===== config.mk =====
export PLATFORM = sky130hd
export DESIGN_NAME = binary_insertion_sorter_top
export DESIGN_NICKNAME = d
export VERILOG_FILES = /design/src/hdl/bis_pkg.sv /design/src/hdl/bis_cell.sv /design/src/hdl/binary_insertion_sorter_top.sv
export SDC_FILE = /design/constraint.sdc
export NUM_CORES = 2
export LEC_CHECK = 0
export ABC_AREA = 1
export ABC_CLOCK_PERIOD_IN_PS = 3500
export BUFFER_PORTS_ARGS = -buffer_cell sky130_fd_sc_hd__buf_2
export CAP_MARGIN = 20
export CORE_ASPECT_RATIO = 1.25
export CORE_UTILIZATION = 40
export CTS_CLUSTER_SIZE = 10
export DETAILED_ROUTE_END_ITERATION = 12
export GPL_TIMING_DRIVEN = 0
export PLACE_DENSITY = 0.65
export SYNTH_ARGS = -nofsm -noshare
export SYNTH_HDL_FRONTEND = slang
export SYNTH_HIERARCHICAL = 1
export SYNTH_SLANG_ARGS = --single-unit

===== constraint.sdc =====
create_clock -name aclk -period 3.5 [get_ports aclk]
set_input_delay 0.35 -clock aclk [delete_from_list [all_inputs] [get_ports aclk]]
set_output_delay 0.35 -clock aclk [all_outputs]
set_load 0.03 [all_outputs]

===== src/hdl/bis_pkg.sv =====
// Shared types and constants for the binary insertion sorter.
package bis_pkg;

    localparam int DATA_W           = 32;
    localparam int CAPACITY_DEFAULT = 16;

    typedef logic signed [DATA_W-1:0] value_t;

    typedef enum logic {
        ST_FILL,
        ST_DRAIN
    } state_t;

    // Per-cycle command broadcast to every cell of the chain.
    typedef struct packed {
        logic insert;
        logic shift;
    } cell_ctrl_t;

endpackage


===== src/hdl/bis_cell.sv =====
// One cell of the sorting chain: holds a single stored value.
module bis_cell (
    input  logic               aclk,
    input  bis_pkg::value_t    key,
    input  bis_pkg::cell_ctrl_t ctrl,
    input  logic               valid,
    input  logic               prev_ins,
    input  bis_pkg::value_t    prev_value,
    input  bis_pkg::value_t    next_value,
    output logic               ins,
    output bis_pkg::value_t    value
);

    bis_pkg::value_t value_reg;
    bis_pkg::value_t value_next;

    // The key belongs at or before this cell when the cell is empty or holds a larger value.
    assign ins   = !valid || (key < value_reg);
    assign value = value_reg;

    always_comb begin
        value_next = value_reg;
        if (ctrl.shift) begin
            value_next = next_value;
        end else if (ctrl.insert && ins) begin
            // The first cell that opens up takes the key; the ones after it move up by one.
            value_next = prev_ins ? prev_value : key;
        end
    end

    always_ff @(posedge aclk) begin
        value_reg <= value_next;
    end

endmodule


===== src/hdl/binary_insertion_sorter_top.sv =====
// Top level of the binary insertion sorter: cell chain, fill count and drain control.
//
// Values enter on the s_ channel at one transaction per cycle while s_tready is high and
// are placed in a chain of CAPACITY cells that all compare against the new value at once,
// so each value is sorted in the cycle it is accepted. The transaction with s_tlast high is
// inserted too, unless the store is full, and starts the drain: the set leaves on the m_
// channel in ascending order, one result per cycle while m_tready is high, taken straight
// from the first cell as the chain shifts down, with m_tlast on the final result and m_tuser
// high on every result of a set that lost values to a full store. During the drain s_tready
// is low, so the next set is accepted only after the last result of this set has left.
module binary_insertion_sorter_top #(
    parameter int CAPACITY = bis_pkg::CAPACITY_DEFAULT
) (
    input  logic        aclk,
    input  logic        aresetn,
    input  logic        s_tvalid,
    output logic        s_tready,
    input  logic [31:0] s_tdata,   // [31:0] sort_value
    input  logic        s_tlast,   // is_last_item
    output logic        m_tvalid,
    input  logic        m_tready,
    output logic [31:0] m_tdata,   // [31:0] sorted_value
    output logic        m_tlast,   // is_last_result
    output logic [0:0]  m_tuser    // [0] overflowed
);

    localparam int COUNT_W = $clog2(CAPACITY + 1);

    bis_pkg::state_t    state_reg, state_next;
    logic [COUNT_W-1:0] count_reg, count_next;
    logic               overflow_reg, overflow_next;

    logic               in_fire;
    logic               out_fire;
    logic               full;
    bis_pkg::value_t    key;
    bis_pkg::cell_ctrl_t ctrl;

    logic               cell_ins   [CAPACITY];
    bis_pkg::value_t    cell_value [CAPACITY];

    assign key      = bis_pkg::value_t'(s_tdata);
    assign full     = (count_reg == COUNT_W'(CAPACITY));
    assign in_fire  = s_tvalid && s_tready;
    assign out_fire = m_tvalid && m_tready;

    assign ctrl.insert = in_fire && !full;
    assign ctrl.shift  = out_fire;

    genvar i;
    generate
        for (i = 0; i < CAPACITY; i++) begin : g_cell
            logic            prev_ins;
            bis_pkg::value_t prev_value;
            bis_pkg::value_t next_value;

            if (i == 0) begin : g_first
                assign prev_ins   = 1'b0;
                assign prev_value = key;
            end else begin : g_inner
                assign prev_ins   = cell_ins[i-1];
                assign prev_value = cell_value[i-1];
            end

            if (i == CAPACITY - 1) begin : g_end
                assign next_value = cell_value[i];
            end else begin : g_mid
                assign next_value = cell_value[i+1];
            end

            bis_cell u_cell (
                .aclk       (aclk),
                .key        (key),
                .ctrl       (ctrl),
                .valid      (COUNT_W'(i) < count_reg),
                .prev_ins   (prev_ins),
                .prev_value (prev_value),
                .next_value (next_value),
                .ins        (cell_ins[i]),
                .value      (cell_value[i])
            );
        end
    endgenerate

    // Next state.
    always_comb begin
        state_next    = state_reg;
        count_next    = count_reg;
        overflow_next = overflow_reg;
        case (state_reg)
            bis_pkg::ST_FILL: begin
                if (in_fire) begin
                    if (full) begin
                        overflow_next = 1'b1;
                    end else begin
                        count_next = count_reg + COUNT_W'(1);
                    end
                    if (s_tlast) begin
                        state_next = bis_pkg::ST_DRAIN;
                    end
                end
            end
            bis_pkg::ST_DRAIN: begin
                if (out_fire) begin
                    count_next = count_reg - COUNT_W'(1);
                    if (count_reg == COUNT_W'(1)) begin
                        state_next    = bis_pkg::ST_FILL;
                        overflow_next = 1'b0;
                    end
                end
            end
            default: begin
                state_next = bis_pkg::ST_FILL;
            end
        endcase
    end

    // Outputs.
    always_comb begin
        s_tready = 1'b0;
        m_tvalid = 1'b0;
        case (state_reg)
            bis_pkg::ST_FILL:  s_tready = 1'b1;
            bis_pkg::ST_DRAIN: m_tvalid = 1'b1;
            default: begin
                s_tready = 1'b0;
                m_tvalid = 1'b0;
            end
        endcase
    end

    assign m_tdata    = cell_value[0];
    assign m_tlast    = (count_reg == COUNT_W'(1));
    assign m_tuser[0] = overflow_reg;

    always_ff @(posedge aclk) begin
        if (!aresetn) begin
            state_reg    <= bis_pkg::ST_FILL;
            count_reg    <= '0;
            overflow_reg <= 1'b0;
        end else begin
            state_reg    <= state_next;
            count_reg    <= count_next;
            overflow_reg <= overflow_next;
        end
    end

endmodule

Word-level counts from Yosys, hierarchy flattened
Cells that the tools add are included.

operators by class
  add/sub/neg operators = 2
  $mul = 0
  div/mod/pow operators = 0
  $lt $le $gt $ge = 32
  equality and inequality tests = 7
  shift operators = 0
  mux-type cells = 61
  bitwise gates (word level) = 2
  reduce and logical (&&, ||, !) cells = 70

operators with widths
  operator                                                    count
  two-way mux 32 bit                                          45
  less-than comparator 32 bit                                 16
  less-than comparator 4 x 5 -> 1 bit (first input constant)  8
  nonzero test 2 bit                                          15
  less-than comparator 3 x 5 -> 1 bit (first input constant)  4
  logical AND 1 bit                                           19
  logical NOT 1 bit                                           17
  logical OR 1 bit                                            16
  two-way mux 5 bit                                           3
  less-than comparator 1 x 5 -> 1 bit (first input constant)  2
  less-than comparator 2 x 5 -> 1 bit (first input constant)  2
  two-way mux 1 bit                                           10
  case mux 5 bit (2 select lines)                             1
  != test 2 bit (second input constant)                       4
  adder 5 x 1 -> 5 bit (second input constant)                1
  == test 5 x 1 -> 1 bit (second input constant)              1
  == test 5 bit (second input constant)                       1
  subtractor 5 x 1 -> 5 bit (second input constant)           1
  case mux 1 bit (2 select lines)                             2
  AND reduction 4 bit                                         1
  AND reduction 3 bit                                         1
  != test 2 x 1 -> 1 bit (second input constant)              1
  inverter 1 bit                                              2
  AND reduction 2 bit                                         1

storage, ports and cells
  flip-flop bits (word level) = 519
  bits in latches = 0
  memory bits (writable) = 0
  ROM bits = 0
  bits of input ports = 37
  output and inout port bits = 36
  word-level logic and storage cells = 193
  memories kept = 0

Longest topological paths before layout
  depth in word-level cells = 6
  gate-level depth with buffers = 19
  depth with buffers taken out = 17

By module
Netlist, hierarchy kept.

by module, submodules not included
  module                       times used  cells each  area an instance (um^2)  sequential area each (um^2)
  bis_cell                     16          311         2,431.1                  960.9
  binary_insertion_sorter_top  1           97          621.8                    140.1

Worst setup path after synthesis
Ideal clock, no wire load.

  path type = reg-to-reg
  start = register state_reg
  end = register g_cell[0].u_cell.value_reg[0], enable pin
  setup time = 389 ps
  arrival time = 2,347 ps
  required time = 3,111 ps
  path slack = 764 ps
  stages on the path, launching flop included = 8
  buffers on the path = 3
  clock period less this slack = 2,736 ps
  cells stage by stage = dfxtp_1 -> buf_6 -> nand2_1 -> inv_1 -> clkbuf_1 -> inv_1 -> buf_1 -> nand2_1

RTL lines
  item                      line                                text
  start: declaration        binary_insertion_sorter_top.sv:29   bis_pkg::state_t state_reg, state_next;
  start signal: assignment  binary_insertion_sorter_top.sv:138  state_reg <= bis_pkg::ST_FILL;
  start signal: assignment  binary_insertion_sorter_top.sv:142  state_reg <= state_next;
  end signal: assignment    bis_cell.sv:32                      value_reg <= value_next;
  end: declaration          bis_cell.sv:14                      bis_pkg::value_t value_reg;

==> results by group <==
Outcome
  • Status: finished, final reports clean

Floorplan
  • Die X: 283.1 um
  • Die area: ~0.10 mm^2
  • Num rows: about 130
  • I/O pin count: 73
  • CORE AREA: 0.09769 mm^2
  • Die Y: 353.4 um
  • Initial core utilization: 40.45%

Synth
  • Syn Area/Cell: 7.790 um^2
  • FFs w/ async S/R, synth: 0%
  • Synth Area in Compound Gates: 18.25%
  • Number of synthesized register bits: ~520
  • Syn Nets: 5609
  • Adder-Cell Fraction of Synth Area: between 10% and 20%
  • Main synth FF type: edfxtp_1
  • Sequential area share after synthesis: 39.26%
  • Yosys cell types: 36
  • Post-synthesis xor/xnor area fraction: 0.04432%
  • Post-synth EDFFs: a little over 500
  • Mux contribution to synthesized area: 0%
  • Area of the mapped netlist: 0.03952 mm^2
  • Largest family of logic cells by synthesized area: compound AO/OA/AOI/OAI gates
  • Post-Synthesis Cells: 5073
  • Simple-gate portion of the synthesized area: around 18%
  • Yosys warns: 6

Layout
  • Storage cell area: 0.01551 mm^2
  • Fillers: roughly 10000
  • Multi-input logic area: ~0.021 mm^2
  • # diodes: 0
  • Fraction of layout cells with a size suffix above 1: 4.760%
  • Area grow syn2layout: 10.37%
  • Max reg flops: 512
  • NumNets Final: slightly below 6000

Timing
  • Max-slew violation count: 0
  • Worst Tran Pin Value: 996.3 ps
  • Worst Skew: approximately 18 ps
  • Final Hold Vio Count: 0
  • Final setup viols: 0
  • Min Hold Slack: 131.2 ps
  • Minimum clock period: 3300 ps
  • Final worst path period share: 94.28%
  • Setup repair after global routing missed its margin: false
  • Rel. slew slack: 33.58%
  • F_max: ~300 MHz
  • Setup_tns: 0 ps

Critical path
  • Arrival @ worst endpoint: 3680 ps
  • Maximum fanout along the worst path: 22
  • Startpoint types: flop
  • Critical path type: reg -> reg
  • Data required, critical path: 3880 ps
  • Worst Setup End Kind: flop

Route
  • Via density: ~5
  • Iter 0 DRT Violations: between 1500 and 2000
  • Post-route ant nets: 0
  • Post-route DRC: 0
  • Vias: 33410
  • Avg WL per Cell: 15.66 um
  • Drt first pass iters: 5
  • Routed Wire Length: 102.6 mm

Placement
  • Port buffer count: 72
  • GPL Wtd Cong: 0.8639
  • Detailed placement HPWL: 83.41 mm

Pwr
  • Pwr Density: slightly above 500 mW/mm^2
  • Pleak: 19.50 nW
  • Max VDD drop: around 490 uV
  • Clk pwr share: 24.9%
  • Sw Share: 35.69%
  • Seq pwr share: 43.0%
  • Power Internal: 14.55 mW
  • Comb pwr share: 32.2%
  • Net Sw Power: between 8 and 9 mW

Global routing
  • Initial antenna violation count: 0
  • Grt total ovfl: 0
  • Largest net degree at the start of global routing: 34
  • All-layer global routing usage: 20.05%
  • Vias in the first global route: ~34000
  • Global-route wire length before repair: 166.5 mm

Clocking
  • Clock-pin slew on the worst setup and hold paths: 60 ps
  • Post-CTS Setup Inserts: 0
  • Clk sink count: between 500 and 600
  • Worst-Skew Late Latency: around 640 ps
  • CTS buffer count: 61
  • Htree depth: 2
  • CTS tree: done
  • Root buffer cell: clkbuf_16
  • Clock Path Buffers: 3

Worst hold path
  • Worst Hold Class: in -> reg

Run
  • Max-Cap Viols: 0
[metrics by stage]
stage	instance area [um^2]	worst slack [ps]	power, mW	util, %	cells
after floorplan	39520	764.0	14.72	-	5073
after global placement	41510	-247.6	16.56	42.49	6445
after detailed placement	41950	-167.8	17.08	42.94	6461
after CTS	43610	101.8	22.77	44.64	6552
after global routing	43620	17.33	24.24	44.65	6552
final	43620	200.3	22.63	44.65	6552
[path summary, 6_finish.rpt]
path,startpoint,endpoint,slack (ps),cells past startpoint
worst max-delay path,state_reg,g_cell[1].u_cell/value[30],200,8
worst min-delay path,s_tvalid,m_tuser,130,5
worst max register to register,state_reg,g_cell[1].u_cell/value[30],200,8
worst min register to register,m_tuser,m_tuser,480,2
[synthesized netlist by cell type (all sizes together) (7+ instances only)]
library cell	n	area, um^2
nor3	32	240.2
buf	34	138.9
o21ai	71	355.3
o211ai	17	207.7
nand3	57	370.4
clkbuf	192	720.7
edfxtp	512	15370
o21a	16	120.1
clkinv	16	60.06
inv	689	2586
ha	499	6243
nand2	985	3712
nor2	605	2293
nand4	49	406.6
a21oi	1285	6491
dfxtp	7	140.1
[kinds of logic (layout without fill, tap and decap cells)]
logic type	count (synthesis)	after routing
buffers and inverters	931	1110
DFF	519	519
AOI/OAI and AO/OA	1393	1393
adders and majority gates	499	499
xor gates and xnor gates	2	2
other	1	1
and+or+nand+nor	1728	1728
[cell usage in the layout (no fill, tap or decap), drive strengths merged, types with 2 or more instances in the layout]
master          n
a21oi        1285
dlygate4sd3     2
buf           122
dfxtp           7
ha            499
o21ai          71
nor2          605
o21a           16
nand2         985
nor3           32
inv           690
edfxtp        512
clkbuf        267
nand4          49
o211ai         17
nand3          57
clkinv         28
[power by group through the flow]
stage / registers (mW) / logic, mW / clock network, mW
after detailed placement: 9.83 / 7.25 / 0
after global placement: 9.82 / 6.74 / 0
after floorplan: 9.56 / 5.16 / 0
after CTS: 9.71 / 7.28 / 5.78
final: 9.72 / 7.28 / 5.63
after global routing: 9.90 / 8.34 / 6.00
[repair_timing]
action                                  4_1_cts  5_1_grt
hold buffers                                  2        0
endpoints found under the hold margin         3        0
gates resized for setup                       0        2
endpoints found under the setup margin        0       67
[critical path: stages (launching register included)]
cell,delay (ps)
dfxtp_1,310
buf_6,140
nand2_1,210
clkinvlp_4,500
clkbuf_1,350
inv_1,300
buf_1,410
nand2_1,470
buf_16,320
[layer usage]
metal / GRT usage [%] / wire [um] / vias to the layer above
li1: - / - / 17370
met1: 23.52 / 43410 / 15270
met2: 38.19 / 52720 / 613
met3: 1.695 / 3245 / 163
met4: 6.270 / 3212 / 0
met5: 0 / 0 / -
[area by class of cell]
cell class                 instances  area share (%)
sequential                       519           35.57
clock inverter                    14          0.1520
timing repair buffer              90           1.882
buffer                           226           1.971
multi-input combinational       3623           47.00
clock buffer                      75           3.620
tap                             1300           3.729
inverter                         705           6.076
(Power assumes the default switching activity.)
